[src/sv/apss_pkg.sv]
package apss_pkg;

	localparam int unsigned DefWordsPerSector = 256;
	localparam int unsigned DefDelayReads = 4;
	localparam logic [23:0] DefPollLimit = 24'd1000000;
	localparam logic [15:0] DefCommandBase = 16'd496;
	localparam logic [15:0] DefControlBase = 16'd1014;
	localparam logic [47:0] Lba28Max = 48'h000_0FFF_FFFF;

	localparam logic [2:0] CfgCapacity = 3'd0;
	localparam logic [2:0] CfgPresent = 3'd1;
	localparam logic [2:0] CfgSelect = 3'd2;
	localparam logic [2:0] CfgCmdBase = 3'd3;
	localparam logic [2:0] CfgCtlBase = 3'd4;
	localparam logic [2:0] CfgPollLimit = 3'd5;

	localparam logic [1:0] KindStart = 2'd0;
	localparam logic [1:0] KindReply = 2'd1;
	localparam logic [1:0] KindHostWord = 2'd2;

	localparam logic [2:0] ResBusRead = 3'd0;
	localparam logic [2:0] ResBusWrite = 3'd1;
	localparam logic [2:0] ResToHost = 3'd2;
	localparam logic [2:0] ResDone = 3'd3;
	localparam logic [2:0] ResNeedWord = 3'd4;

	localparam logic [1:0] FinOk = 2'd0;
	localparam logic [1:0] FinRejected = 2'd1;
	localparam logic [1:0] FinTimeout = 2'd2;
	localparam logic [1:0] FinDevError = 2'd3;

	localparam logic [7:0] StBsy = 8'h80;
	localparam logic [7:0] StDf = 8'h20;
	localparam logic [7:0] StDrq = 8'h08;
	localparam logic [7:0] StErr = 8'h01;

	localparam logic [7:0] DrvLba28 = 8'hE0;
	localparam logic [7:0] DrvLba48 = 8'h40;
	localparam logic [7:0] CmdRead = 8'h20;
	localparam logic [7:0] CmdReadExt = 8'h24;
	localparam logic [7:0] CmdWrite = 8'h30;
	localparam logic [7:0] CmdWriteExt = 8'h34;
	localparam logic [7:0] CmdFlush = 8'hE7;
	localparam logic [7:0] CmdFlushExt = 8'hEA;

	localparam logic [15:0] OffData = 16'd0;
	localparam logic [15:0] OffCount = 16'd2;
	localparam logic [15:0] OffLbaLo = 16'd3;
	localparam logic [15:0] OffLbaMid = 16'd4;
	localparam logic [15:0] OffLbaHi = 16'd5;
	localparam logic [15:0] OffDrive = 16'd6;
	localparam logic [15:0] OffCommand = 16'd7;

	typedef enum logic [5:0] {
		PH_IDLE       = 6'b000001,
		PH_WAIT_READY = 6'b000010,
		PH_WAIT_DRQ   = 6'b000100,
		PH_READ_DATA  = 6'b001000,
		PH_WRITE_DATA = 6'b010000,
		PH_FLUSH_WAIT = 6'b100000
	} phase_t;

	typedef struct packed {
		logic host;
		logic wword;
		logic prog;
		logic flush;
		logic wt;
		logic poll;
		logic dread;
		logic need;
		logic done;
	} seg_t;

	typedef struct packed {
		seg_t        seg;
		logic [1:0]  code;
		logic [15:0] value;
		logic [47:0] lba;
		logic        ext;
		logic        wmode;
	} job_t;

	typedef struct packed {
		logic [47:0] capacity;
		logic        present;
		logic        dsel;
		logic [15:0] cmd_base;
		logic [15:0] ctl_base;
		logic [23:0] poll_limit;
	} cfg_t;

endpackage

[src/sv/apss_front.sv]
module apss_front import apss_pkg::*; #(
	parameter int unsigned WORDS_PER_SECTOR = DefWordsPerSector
) (
	input  logic        clk,
	input  logic        arst_n,
	input  cfg_t        cfg,
	input  logic        take,
	input  logic [1:0]  kind,
	input  logic [47:0] start_lba,
	input  logic [15:0] sector_total,
	input  logic        is_write,
	input  logic [15:0] reply_value,
	input  logic [15:0] host_word,
	output logic        push,
	output job_t        job
);

	localparam int unsigned WW = $clog2(WORDS_PER_SECTOR + 1);

	phase_t      phase_q, phase_d;
	logic [47:0] lba_q, lba_d;
	logic [15:0] left_q, left_d;
	logic [WW-1:0] word_q, word_d;
	logic [23:0] poll_q, poll_d;
	logic        wm_q, wm_d;

	logic [23:0] lim;
	logic [7:0]  st;
	logic [WW-1:0] wnext;
	logic [15:0] left_dec;
	logic        reject;

	assign lim = (cfg.poll_limit == 24'd0) ? 24'd1 : cfg.poll_limit;
	assign st = reply_value[7:0];
	assign wnext = word_q + WW'(1);
	assign left_dec = left_q - 16'd1;
	assign reject = !cfg.present || (sector_total == 16'd0) ||
		(({1'b0, start_lba} + {33'd0, sector_total}) > {1'b0, cfg.capacity});

	always_comb begin
		phase_d = phase_q;
		lba_d = lba_q;
		left_d = left_q;
		word_d = word_q;
		poll_d = poll_q;
		wm_d = wm_q;
		job = '0;
		job.lba = lba_q;
		job.ext = lba_q > Lba28Max;
		job.wmode = wm_q;
		case (kind)
			KindStart: begin
				if (phase_q != PH_IDLE) begin
					job.seg.done = 1'b1;
					job.code = FinRejected;
				end else if (reject) begin
					job.seg.done = 1'b1;
					job.code = FinRejected;
				end else begin
					lba_d = start_lba;
					left_d = sector_total;
					wm_d = is_write;
					word_d = '0;
					poll_d = 24'd1;
					phase_d = PH_WAIT_READY;
					job.seg.wt = 1'b1;
				end
			end
			KindReply: begin
				case (phase_q)
					PH_WAIT_READY: begin
						if ((st & StBsy) == 8'd0) begin
							job.seg.prog = 1'b1;
							job.seg.wt = 1'b1;
							poll_d = 24'd1;
							phase_d = PH_WAIT_DRQ;
						end else if (poll_q >= lim) begin
							job.seg.done = 1'b1;
							job.code = FinTimeout;
							phase_d = PH_IDLE;
						end else begin
							job.seg.poll = 1'b1;
							poll_d = poll_q + 24'd1;
						end
					end
					PH_WAIT_DRQ: begin
						if ((st & (StErr | StDf)) != 8'd0) begin
							job.seg.done = 1'b1;
							job.code = FinDevError;
							phase_d = PH_IDLE;
						end else if ((st & StBsy) == 8'd0 && (st & StDrq) != 8'd0) begin
							word_d = '0;
							if (wm_q) begin
								job.seg.need = 1'b1;
								phase_d = PH_WRITE_DATA;
							end else begin
								job.seg.dread = 1'b1;
								phase_d = PH_READ_DATA;
							end
						end else if (poll_q >= lim) begin
							job.seg.done = 1'b1;
							job.code = FinTimeout;
							phase_d = PH_IDLE;
						end else begin
							job.seg.poll = 1'b1;
							poll_d = poll_q + 24'd1;
						end
					end
					PH_READ_DATA: begin
						job.seg.host = 1'b1;
						job.value = reply_value;
						word_d = wnext;
						if (wnext < WW'(WORDS_PER_SECTOR)) begin
							job.seg.dread = 1'b1;
						end else begin
							lba_d = lba_q + 48'd1;
							left_d = left_dec;
							if (left_dec == 16'd0) begin
								job.seg.done = 1'b1;
								job.code = FinOk;
								phase_d = PH_IDLE;
							end else begin
								job.seg.wt = 1'b1;
								poll_d = 24'd1;
								phase_d = PH_WAIT_READY;
							end
						end
					end
					PH_FLUSH_WAIT: begin
						if ((st & StBsy) == 8'd0 || poll_q >= lim) begin
							lba_d = lba_q + 48'd1;
							left_d = left_dec;
							if (left_dec == 16'd0) begin
								job.seg.done = 1'b1;
								job.code = FinOk;
								phase_d = PH_IDLE;
							end else begin
								job.seg.wt = 1'b1;
								poll_d = 24'd1;
								phase_d = PH_WAIT_READY;
							end
						end else begin
							job.seg.poll = 1'b1;
							poll_d = poll_q + 24'd1;
						end
					end
					default: begin
					end
				endcase
			end
			KindHostWord: begin
				if (phase_q == PH_WRITE_DATA) begin
					job.seg.wword = 1'b1;
					job.value = host_word;
					word_d = wnext;
					if (wnext < WW'(WORDS_PER_SECTOR)) begin
						job.seg.need = 1'b1;
					end else begin
						job.seg.flush = 1'b1;
						job.seg.wt = 1'b1;
						poll_d = 24'd1;
						phase_d = PH_FLUSH_WAIT;
					end
				end
			end
			default: begin
			end
		endcase
	end

	assign push = take && (job.seg != '0);

	always_ff @(posedge clk or negedge arst_n) begin
		if (!arst_n) begin
			phase_q <= PH_IDLE;
			lba_q <= '0;
			left_q <= '0;
			word_q <= '0;
			poll_q <= '0;
			wm_q <= 1'b0;
		end else if (take) begin
			phase_q <= phase_d;
			lba_q <= lba_d;
			left_q <= left_d;
			word_q <= word_d;
			poll_q <= poll_d;
			wm_q <= wm_d;
		end
	end

endmodule

[src/sv/apss_queue.sv]
module apss_queue import apss_pkg::*; (
	input  logic clk,
	input  logic arst_n,
	input  logic push,
	input  job_t push_job,
	input  logic pop,
	output logic full,
	output logic nonempty,
	output job_t head
);

	job_t       mem_q [2];
	logic       wp_q, rp_q;
	logic [1:0] cnt_q;

	assign full = cnt_q == 2'd2;
	assign nonempty = cnt_q != 2'd0;
	assign head = mem_q[rp_q];

	always_ff @(posedge clk) begin
		if (push) begin
			mem_q[wp_q] <= push_job;
		end
	end

	always_ff @(posedge clk or negedge arst_n) begin
		if (!arst_n) begin
			wp_q <= 1'b0;
			rp_q <= 1'b0;
			cnt_q <= '0;
		end else begin
			if (push) begin
				wp_q <= !wp_q;
			end
			if (pop) begin
				rp_q <= !rp_q;
			end
			cnt_q <= cnt_q + {1'b0, push} - {1'b0, pop};
		end
	end

	a_no_overflow: assert property (@(posedge clk) disable iff (!arst_n)
		push |-> !full || pop)
		else $error("queue written while full");
	a_no_underflow: assert property (@(posedge clk) disable iff (!arst_n)
		pop |-> nonempty)
		else $error("queue read while empty");
	a_count_range: assert property (@(posedge clk) disable iff (!arst_n)
		cnt_q != 2'd3)
		else $error("queue count out of range");

endmodule

[src/sv/apss_back.sv]
module apss_back import apss_pkg::*; #(
	parameter int unsigned DELAY_READS = DefDelayReads
) (
	input  logic        clk,
	input  logic        arst_n,
	input  cfg_t        cfg,
	input  logic        q_nonempty,
	input  job_t        q_head,
	output logic        pop,
	output logic        out_valid,
	input  logic        out_stall,
	output logic [2:0]  result_kind,
	output logic [15:0] port_address,
	output logic [15:0] bus_value,
	output logic        word_wide,
	output logic        reply_expected,
	output logic [1:0]  finish_code,
	output logic        last
);

	localparam int unsigned CW = $clog2(DELAY_READS + 11);

	job_t        job_q;
	logic        jv_q;
	logic [CW-1:0] cnt_q;
	logic        ov_q;

	logic        adv, step;
	logic [2:0]  k;
	logic [15:0] pa, bv;
	logic        ww, re, seg_end, fin;
	seg_t        rest;
	logic [CW-1:0] r, idx;
	logic [7:0]  cmd, drv;
	logic [47:0] a;

	assign adv = !ov_q || !out_stall;
	assign step = jv_q && adv;
	assign a = job_q.lba;
	assign r = cnt_q - CW'(DELAY_READS + 1);
	assign idx = job_q.ext ? r : r + CW'(4);
	assign drv = job_q.ext ? (DrvLba48 | {3'd0, cfg.dsel, 4'd0}) :
		(DrvLba28 | {3'd0, cfg.dsel, a[27:24]});
	assign cmd = job_q.wmode ? (job_q.ext ? CmdWriteExt : CmdWrite) :
		(job_q.ext ? CmdReadExt : CmdRead);

	always_comb begin
		k = ResBusRead;
		pa = '0;
		bv = '0;
		ww = 1'b0;
		re = 1'b0;
		seg_end = 1'b1;
		rest = job_q.seg;
		if (job_q.seg.host) begin
			k = ResToHost;
			bv = job_q.value;
			rest.host = 1'b0;
		end else if (job_q.seg.wword) begin
			k = ResBusWrite;
			pa = cfg.cmd_base + OffData;
			bv = job_q.value;
			ww = 1'b1;
			rest.wword = 1'b0;
		end else if (job_q.seg.prog) begin
			seg_end = cnt_q == CW'(DELAY_READS + (job_q.ext ? 9 : 5));
			if (seg_end) begin
				rest.prog = 1'b0;
			end
			if (cnt_q == '0) begin
				k = ResBusWrite;
				pa = cfg.cmd_base + OffDrive;
				bv = {8'd0, drv};
			end else if (cnt_q <= CW'(DELAY_READS)) begin
				pa = cfg.ctl_base;
			end else begin
				k = ResBusWrite;
				case (idx)
					CW'(0): begin pa = cfg.cmd_base + OffCount; bv = '0; end
					CW'(1): begin pa = cfg.cmd_base + OffLbaLo; bv = {8'd0, a[31:24]}; end
					CW'(2): begin pa = cfg.cmd_base + OffLbaMid; bv = {8'd0, a[39:32]}; end
					CW'(3): begin pa = cfg.cmd_base + OffLbaHi; bv = {8'd0, a[47:40]}; end
					CW'(4): begin pa = cfg.cmd_base + OffCount; bv = 16'd1; end
					CW'(5): begin pa = cfg.cmd_base + OffLbaLo; bv = {8'd0, a[7:0]}; end
					CW'(6): begin pa = cfg.cmd_base + OffLbaMid; bv = {8'd0, a[15:8]}; end
					CW'(7): begin pa = cfg.cmd_base + OffLbaHi; bv = {8'd0, a[23:16]}; end
					default: begin pa = cfg.cmd_base + OffCommand; bv = {8'd0, cmd}; end
				endcase
			end
		end else if (job_q.seg.flush) begin
			k = ResBusWrite;
			pa = cfg.cmd_base + OffCommand;
			bv = {8'd0, job_q.ext ? CmdFlushExt : CmdFlush};
			rest.flush = 1'b0;
		end else if (job_q.seg.wt) begin
			seg_end = cnt_q == CW'(DELAY_READS);
			if (seg_end) begin
				pa = cfg.cmd_base + OffCommand;
				re = 1'b1;
				rest.wt = 1'b0;
			end else begin
				pa = cfg.ctl_base;
			end
		end else if (job_q.seg.poll) begin
			pa = cfg.cmd_base + OffCommand;
			re = 1'b1;
			rest.poll = 1'b0;
		end else if (job_q.seg.dread) begin
			pa = cfg.cmd_base + OffData;
			ww = 1'b1;
			re = 1'b1;
			rest.dread = 1'b0;
		end else if (job_q.seg.need) begin
			k = ResNeedWord;
			rest.need = 1'b0;
		end else begin
			k = ResDone;
			rest.done = 1'b0;
		end
	end

	assign fin = rest == '0;
	assign pop = q_nonempty && (!jv_q || (step && fin));

	always_ff @(posedge clk or negedge arst_n) begin
		if (!arst_n) begin
			jv_q <= 1'b0;
			cnt_q <= '0;
			ov_q <= 1'b0;
		end else begin
			if (pop) begin
				jv_q <= 1'b1;
				cnt_q <= '0;
			end else if (step) begin
				jv_q <= !fin;
				cnt_q <= seg_end ? '0 : cnt_q + CW'(1);
			end
			if (adv) begin
				ov_q <= jv_q;
			end
		end
	end

	always_ff @(posedge clk) begin
		if (pop) begin
			job_q <= q_head;
		end else if (step) begin
			job_q.seg <= rest;
		end
		if (step) begin
			result_kind <= k;
			port_address <= pa;
			bus_value <= bv;
			word_wide <= ww;
			reply_expected <= re;
			finish_code <= (k == ResDone) ? job_q.code : FinOk;
			last <= fin;
		end
	end

	assign out_valid = ov_q;

	a_job_has_work: assert property (@(posedge clk) disable iff (!arst_n)
		jv_q |-> job_q.seg != '0)
		else $error("active job with no segments");
	a_done_is_last: assert property (@(posedge clk) disable iff (!arst_n)
		ov_q && result_kind == ResDone |-> last)
		else $error("done result not marked last");

endmodule

[src/sv/ata_pio_sector_sequencer.sv]
// ATA PIO sector sequencer, host side.
// Input channel (in_valid/in_stall): kind 0 starts a read or write request,
// kind 1 returns the reply to a bus read marked reply_expected, kind 2 hands
// over the next data word after a need-host-word result.
// Output channel (out_valid/out_stall): one result item per accepted handshake,
// in the order of the inputs that caused them; last marks the final result
// produced for one input item.
// Configuration channel (cfg_valid/cfg_ready): cfg_ready is always high; write
// only while the block is idle.
// The front accepts an input item and puts its job into a queue of up to two
// entries; the back emits one result per cycle from its job while out_stall
// is low. An input's job passes through the queue, the back's job register and
// the output register before its first result; a single-result input can follow
// every cycle while out_stall is low. Program and wait sequences set the longest
// runs (up to 19 results with the default DELAY_READS). When the receiver stalls,
// the output register holds its item, the queue fills and then in_stall rises.
// Reset clears the request state to idle, empties the queue and the output,
// and loads the register defaults.
module ata_pio_sector_sequencer import apss_pkg::*; #(
	parameter int unsigned WORDS_PER_SECTOR = DefWordsPerSector,
	parameter int unsigned DELAY_READS = DefDelayReads
) (
	input  logic        clk,
	input  logic        arst_n,
	input  logic        cfg_valid,
	output logic        cfg_ready,
	input  logic [2:0]  cfg_index,
	input  logic [47:0] cfg_data,
	input  logic        in_valid,
	output logic        in_stall,
	input  logic [1:0]  kind,
	input  logic [47:0] start_lba,
	input  logic [15:0] sector_total,
	input  logic        is_write,
	input  logic [15:0] reply_value,
	input  logic [15:0] host_word,
	output logic        out_valid,
	input  logic        out_stall,
	output logic [2:0]  result_kind,
	output logic [15:0] port_address,
	output logic [15:0] bus_value,
	output logic        word_wide,
	output logic        reply_expected,
	output logic [1:0]  finish_code,
	output logic        last
);

	cfg_t cfg_q;
	logic full, nonempty, push, pop, take;
	job_t job, head;

	assign cfg_ready = 1'b1;
	assign in_stall = full;
	assign take = in_valid && !full;

	always_ff @(posedge clk or negedge arst_n) begin
		if (!arst_n) begin
			cfg_q.capacity <= '0;
			cfg_q.present <= 1'b0;
			cfg_q.dsel <= 1'b0;
			cfg_q.cmd_base <= DefCommandBase;
			cfg_q.ctl_base <= DefControlBase;
			cfg_q.poll_limit <= DefPollLimit;
		end else if (cfg_valid) begin
			case (cfg_index)
				CfgCapacity: cfg_q.capacity <= cfg_data;
				CfgPresent: cfg_q.present <= cfg_data[0];
				CfgSelect: cfg_q.dsel <= cfg_data[0];
				CfgCmdBase: cfg_q.cmd_base <= cfg_data[15:0];
				CfgCtlBase: cfg_q.ctl_base <= cfg_data[15:0];
				CfgPollLimit: cfg_q.poll_limit <= cfg_data[23:0];
				default: begin
				end
			endcase
		end
	end

	apss_front #(.WORDS_PER_SECTOR(WORDS_PER_SECTOR)) u_front (
		.clk, .arst_n, .cfg(cfg_q), .take, .kind, .start_lba, .sector_total,
		.is_write, .reply_value, .host_word, .push, .job
	);

	apss_queue u_queue (
		.clk, .arst_n, .push, .push_job(job), .pop, .full, .nonempty, .head
	);

	apss_back #(.DELAY_READS(DELAY_READS)) u_back (
		.clk, .arst_n, .cfg(cfg_q), .q_nonempty(nonempty), .q_head(head), .pop,
		.out_valid, .out_stall, .result_kind, .port_address, .bus_value,
		.word_wide, .reply_expected, .finish_code, .last
	);

endmodule
[config.mk]
export PLATFORM = sky130hd
export DESIGN_NAME = ata_pio_sector_sequencer
export DESIGN_NICKNAME = d
export VERILOG_FILES = /design/src/sv/apss_pkg.sv /design/src/sv/apss_front.sv /design/src/sv/apss_queue.sv /design/src/sv/apss_back.sv /design/src/sv/ata_pio_sector_sequencer.sv
export SDC_FILE = /design/constraint.sdc
export NUM_CORES = 1
export LEC_CHECK = 0
export ABC_AREA = 0
export BUFFER_PORTS_ARGS = -buffer_cell sky130_fd_sc_hd__clkbuf_2
export CELL_PAD_IN_SITES_DETAIL_PLACEMENT = 0
export CELL_PAD_IN_SITES_GLOBAL_PLACEMENT = 1
export CORE_MARGIN = 2
export CORE_UTILIZATION = 35
export CTS_BUF_LIST = sky130_fd_sc_hd__clkbuf_4 sky130_fd_sc_hd__clkbuf_8 sky130_fd_sc_hd__clkbuf_16
export DETAILED_ROUTE_END_ITERATION = 10
export PLACE_DENSITY_LB_ADDON = 0.1
export SLEW_MARGIN = 10
export SYNTH_ARGS = -nofsm -noshare
export SYNTH_HDL_FRONTEND = slang
export SYNTH_SLANG_ARGS = --single-unit
[constraint.sdc]
create_clock -name clk -period 17 [get_ports clk]
set_clock_uncertainty 0.1 [all_clocks]
set_input_delay 3.4 -clock clk [delete_from_list [all_inputs] [get_ports clk]]
set_output_delay 3.4 -clock clk [all_outputs]
set_load 0.1 [all_outputs]
Word-level counts from Yosys, hierarchy flattened
Memory sizes are Yosys's and may differ from the RTL's.
Index checks and enable logic that the tools add are counted.
Widths: inputs -> output; s select.
{"block": "word_totals", "regBits": 337, "ramBits": 154, "input_bits": 155, "output_inout_bits": 43, "word_cells": 312, "memories": 1}
{"memory": "u_queue.mem_q", "depth": 2, "word_bits": 77, "read_ports": 1, "rd_clocked_by_memory_dff": 0, "write_ports": 1, "line_no": "apss_queue.sv:12", "text": "job_t mem_q [2];"}
{"block": "op_classes", "add_sub_neg": 17, "magnitude_cmp": 5, "eq_ne": 36, "n_mux": 162, "bitwise_logic": 2, "n_reduce_logical": 50}
{"operator": "$mux 16", "count": 20}
{"operator": "$mux 24", "count": 12}
{"operator": "$mux 48", "count": 4}
{"operator": "$pmux 48 s2", "count": 2}
{"operator": "$pmux 16 s2", "count": 3}
{"operator": "$pmux 24 s4", "count": 1}
{"operator": "$pmux 24 s3", "count": 1}
{"operator": "$mux 3", "count": 22}
{"operator": "$mux 6", "count": 11}
{"operator": "$add 16x3->16 const B", "count": 4}
{"operator": "$pmux 16 s4", "count": 1}
{"operator": "$pmux 8 s8", "count": 1}
{"operator": "$mux 9", "count": 7}
{"operator": "$add 48x16->49", "count": 1}
{"operator": "$gt 49x48->1", "count": 1}
{"operator": "$add 48x1->48 const B", "count": 1}
{"operator": "$gt 48x28->1 const B", "count": 1}
{"operator": "$mux 1", "count": 46}
{"operator": "$add 16x2->16 const B", "count": 2}
{"operator": "$logic_not 16->1", "count": 2}
{"operator": "$mux 8", "count": 4}
{"operator": "$mux 4", "count": 7}
{"operator": "$pmux 9 s3", "count": 1}
{"operator": "$add 24x1->24 const B", "count": 1}
{"operator": "63 further kinds", "count": 116}

Logic depth before layout (Yosys ltp)
{"block": "logic_depth", "depth_word": 13, "mapped_depth": 25, "ltp_nobuf": 24}

Hierarchy
A second synthesis with hierarchy kept.
{"block": "hier_totals", "cells_unflattened": 2738, "hier_area_um2": 28919.0}
{"mod": "apss_front", "instances": 1, "cells_per_inst": 1469, "area_per_inst_um2": 11164.5, "seq_area_each_um2": 2603.7}
{"mod": "apss_back", "instances": 1, "cells_per_inst": 783, "area_per_inst_um2": 7800.0, "seq_area_each_um2": 3663.5}
{"mod": "apss_queue", "instances": 1, "cells_per_inst": 255, "area_per_inst_um2": 5835.6, "seq_area_each_um2": 4724.5}
{"mod": "ata_pio_sector_sequencer", "instances": 1, "cells_per_inst": 231, "area_per_inst_um2": 4119.0, "seq_area_each_um2": 2677.6}

Worst setup path before layout
Ideal clock, no wire load.
{"block": "synth_path", "path_kind": "in2reg", "start": "input port start_lba[0]", "end": "memory u_queue.mem_q[0][0] (netlist name), enable pin", "setup_ps": 538, "t_arrival_ps": 11279, "required_ps": 16362, "setup_slack_ps": 5083, "cell_stages": 21, "path_buffers": 0, "path_cell_list": "ha_1 -> inv_1 -> fa_1 -> nand2b_1 -> a211oi_1 -> o311ai_2 -> o211ai_2 -> and3_1 -> nand2_1 -> nor2_1 -> nand3_1 -> xnor2_1 -> ha_1 -> nand4_1 -> nor4_1 -> nand4_1 -> nor2_1 -> a2111oi_2 -> a211oi_2 -> o41ai_1 -> a21oi_1"}
{"block": "synth_between", "elab_chain_cells": 10, "word_cells_on_any_way": 13, "classes_between": "add/sub: 1; order compare: 1; mux: 8; reduce/logical: 3"}
{"item": "from (decl)", "line_no": "ata_pio_sector_sequencer.sv:32", "text": "input logic [47:0] start_lba,"}
{"item": "$add 48x16->49 *", "line_no": "apss_front.sv:38", "text": "(({1'b0, start_lba} + {33'd0, sector_total}) > {1'b0, cfg.capacity});"}
{"item": "$gt 49x48->1 *", "line_no": "apss_front.sv:38"}
{"item": "$logic_or 1x1->1 *", "line_no": "apss_front.sv:37", "text": "assign reject = !cfg.present || (sector_total == 16'd0) ||"}
{"item": "$mux 1 / $mux 3 (equally long branches)", "line_no": "apss_front.sv:56", "text": "end else if (reject) begin"}
{"item": "$mux 1 / $mux 3 (equally long branches)", "line_no": "apss_front.sv:53", "text": "if (phase_q != PH_IDLE) begin"}
{"item": "$pmux 1 s3 / $pmux 3 s2 (equally long branches)", "line_no": "apss_front.sv:51", "text": "case (kind)"}
{"item": "$reduce_bool 9->1 *", "line_no": "apss_front.sv:171", "text": "assign push = take && (job.seg != '0);"}
{"item": "$logic_and 1x1->1 *", "line_no": "apss_front.sv:171"}
{"item": "$mux 1 *", "line_no": "apss_queue.sv:21", "text": "if (push) begin"}
{"item": "$mux 1 (implied by the code) *", "line_no": "apss_queue.sv:22", "text": "mem_q[wp_q] <= push_job;"}
{"item": "to (decl)", "line_no": "apss_queue.sv:12"}
Every way passes the cells marked *; elsewhere a longest branch is shown, timed or not.

Final worst setup path
{"block": "layout_path", "start": "input port sector_total[0]", "end": "memory u_queue.mem_q[1][67] (netlist name), enable pin"}
{"block": "layout_between", "elab_chain_cells": 10, "word_cells_on_any_way": 15, "classes_between": "add/sub: 1; order compare: 1; mux: 8; reduce/logical: 5"}
{"item": "from (decl)", "line_no": "ata_pio_sector_sequencer.sv:33", "text": "input logic [15:0] sector_total,"}
{"item": "$add 48x16->49 / $logic_not 16->1 (equally long branches)", "line_no": "apss_front.sv:38, apss_front.sv:37"}
{"item": "$gt 49x48->1 / $logic_or 1x1->1 (equally long branches)", "line_no": "apss_front.sv:38, apss_front.sv:37"}
{"item": "$logic_or 1x1->1 *", "line_no": "apss_front.sv:37"}
{"item": "$mux 1 / $mux 3 (equally long branches)", "line_no": "apss_front.sv:56"}
{"item": "$mux 1 / $mux 3 (equally long branches)", "line_no": "apss_front.sv:53"}
{"item": "$pmux 1 s3 / $pmux 3 s2 (equally long branches)", "line_no": "apss_front.sv:51"}
{"item": "$reduce_bool 9->1 *", "line_no": "apss_front.sv:171"}
{"item": "$logic_and 1x1->1 *", "line_no": "apss_front.sv:171"}
{"item": "$mux 1 *", "line_no": "apss_queue.sv:21"}
{"item": "$mux 1 (implied by the code) *", "line_no": "apss_queue.sv:22"}
Marks and branches as above.

==> flow_summary.yaml <==
global_route:
  first_global_vias: 22540
  grt_remaining_overflow: 0
  grt_usage_pct: 22.74
  grt_max_degree: 104
  antenna_found_initial: 8
  grt_pass1_wl_um: 143400
cells_and_area:
  nNetsFinal: 3218
  fillers: 7725
  final_area_um2: 32230
  finalCoreUtilization_pct: 40.66
  areaGrowthSynthToFinish_pct: 14.55
  instances_no_fill: 4048
  drive_gt1_share_pct: 18.18
  multi_input_area_um2: 13390
  layout_common_cells: "edfxtp_1 (271), nand2_1 (227), o21ai_0 (217)"
  regArea_um2: 13670
  final_common_cell: "edfxtp_1"
synth:
  syn_avg_cell_area_um2: 9.976
  synth_area_um2: 28130
  ys_seq_area_share_pct: 48.59
  netlist_instances: 2820
  ys_types: 91
  synth_edf_count: 271
  ys.flop_type: "edfxtp_1"
  synth-warning-count: 0
  async_reset_ff_share_pct: 44.81
  synth_nets: 3090
  ys_ff_latch: 491
place:
  dpl_cell_area_um2: 30140
  place_hpwl_um: 68950
  place_inst: 3939
  place_ws_ns: 6.020
  io_buffers: 196
  gp_congestion: 0.9025
sta:
  timing.setup.tns_ns: 0
  holdWs_ns: 0.3861
  fmax_mhz: 97.37
  rsz0062_at_grt: "false"
  setup_violations: 0
  report.final.slew_viol_count: 0
  period_needed_ns: 10.27
  max_slew.worst_pin.slew_ns: 1.022
  hold_viol: 0
  period_share_pct: 60.41
  slew_headroom_pct: 30.77
  fin_ws_ns: 6.730
setup_path:
  regToRegSetupSlack_ns: 11.18
  worstSetupEndpointType: "register"
  critPathLaunchType: "input port"
  r2r-start: "u_back.cnt_q[0]"
  worstPathMaxFanout: 41
  worst_ep_arrival_time_ns: 10.45
  rr_worst_depth: 16
  critPathKind: "input port to register"
  cp.required_ns: 17.18
  timing.rr.end: "u_back.port_address[7]"
clock_network:
  clk_latency_ns: 0.65
  cts_tree: "done"
  hold_buffers: 0
  cts_resized: 0
  clock_path_buffers: 3
  cts_made_buffers: 57
  path_clk_slew_ns: 0.06
  htreeDepth: 2
  cts_sinks: 491
  cts_root_buf: "clkbuf_16"
  cts_setup_buffers: 0
hold_path:
  min_path_type: "register to register"
  whs_endpoint: "u_front.word_q[7]"
  hold_start: "u_front.word_q[7]"
  hold_depth: 1
detailed_routing:
  via_count: 23090
  drtAntennaViolNets: 0
  wl_per_cell_um: 23.50
  vias_per_cell: 5.704
  drt-initial-drc-count: 1998
  drc_errors: 0
  totalWireLength_um: 95140
  firstDrtPassIters: 5
outcome:
  status: "finished clean"
floorplan:
  die_h_um: 287.5
  io_pins: 198
  die_x_um: 287.5
  rows: 103
  placeableCoreArea_um2: 79260
  start_util_pct: 35.50
  fp.dieArea_um2: 82660
pwr:
  p_per_area_nw_per_um2: 122.4
  peakVddDrop_uv: 81.25
  total_power_mw: 3.945
  p_leak_nw: 12.46
job:
  maxCapViolCount: 0
## worst max path at each step
stage	from	to	slack (ns)	cells after the start
floorplan	start_lba[0]	u_queue.mem_q[0][0]	5.08	21
global placement	sector_total[0]	u_queue.mem_q[1][68]	6.11	24
detailed placement	sector_total[0]	u_queue.mem_q[1][68]	6.02	24
CTS	sector_total[0]	u_queue.mem_q[1][70]	6.70	24
global route	start_lba[0]	u_queue.mem_q[1][67]	6.24	24
finish	sector_total[0]	u_queue.mem_q[1][67]	6.73	24
## routing by layer
layer / global-route usage, % / vias to the layer above / routed length, um
met5: 0 / - / 12
met4: 6.055 / 2 / 2281
met3: 2.639 / 124 / 5424
met2: 35.29 / 766 / 42750
met1: 33.45 / 11360 / 44670
li1: - / 10840 / -
## final cells by class
cell class                 instances  area share, %
clock inverter                    31          1.033
clock buffer                      77          5.428
sequential                       491          42.43
inverter                         129          1.503
multi-input combinational       2035          41.56
timing repair buffer             234          3.960
tap                             1050          4.077
antenna                            1       0.007765
## sequential cells by signal, indices dropped and copies added (netlist names), 2 cells and up
register             count
u_back.cnt_q             4
u_front.phase_q          6
u_back.port_address     16
u_front.left_q          16
u_back.job_q            29
u_back.finish_code       2
u_queue.cnt_q            2
u_back.result_kind       3
cfg_q                  106
u_front.lba_q           48
u_front.word_q           9
u_back.a                48
u_queue.mem_q          154
u_front.poll_q          24
u_back.bus_value        16
## power breakdown
group | internal, mW | switching [mW]
clock | 0.776 | 0.542
sequential | 1.47 | 0.220
combinational | 0.343 | 0.591
## logic make-up (layout without fill, tap and decap cells)
kind of cell | Yosys count | count (layout) | synth area share, %
simple gates | 951 | 951 | 16.91
buf+inv | 294 | 471 | 3.998
xor+xnor | 88 | 88 | 2.740
mux | 148 | 148 | 5.835
fa+ha+maj | 115 | 115 | 5.168
other cells | 1 | 2 | 0.01333
compound gates | 732 | 732 | 16.75
flops | 491 | 491 | 48.59
## Yosys cell counts (8+ instances only)
cell type	n	area, um2
dfstp_2	21	551.8
o22ai_1	35	219.0
nor4_1	35	219.0
nand2b_1	10	62.56
a21o_1	15	112.6
buf_2	11	55.05
mux2_2	128	1441
a31o_2	11	96.34
o31ai_1	13	97.59
nand4_1	53	331.6
clkbuf_1	133	499.2
or2_2	18	112.6
o21ai_1	14	70.07
a221oi_1	16	140.1
a21oi_1	149	745.7
and2_1	32	200.2
ha_1	113	1414
nand2_1	227	852.1
nand3b_1	8	60.06
o21bai_1	8	60.06
a211o_1	10	87.58
or3_1	15	93.84
o21ai_0	217	1086
dfrtp_1	199	4980
xnor2_1	44	385.4
o41ai_1	9	78.83
and3_1	60	375.4
edfxtp_1	271	8138
xor2_1	44	385.4
nor3_1	94	470.5
nor2_1	192	720.7
o211ai_1	19	142.6
buf_1	19	71.32
a31oi_1	44	275.3
and4_1	14	122.6
inv_1	126	473.0
mux2i_1	20	200.2
nor2b_1	34	212.7
a211oi_1	34	255.2
nand3_1	124	620.6
a22oi_1	36	270.3
## worst max-delay path, cell delays in order
cell and delay [ns]:
clkbuf_2 0.11, ha_1 0.16, inv_1 0.05, fa_1 0.39, nand2b_1 0.19, a211oi_1 0.31
o311ai_2 0.17, o211ai_2 0.44, and3_1 0.32, nand2_1 0.19, nor2_1 0.20, nand3_1 0.12
xnor2_1 0.14, ha_1 0.29, nand4_1 0.13, nor4_1 0.76, nand4_1 0.35, nor2_1 0.23
a2111oi_2 0.10, a211oi_2 0.76, o41ai_1 0.29, nand2_1 0.18, and2_4 0.53, buf_4 0.57
Note: power is estimated with default switching activity, not from simulation.
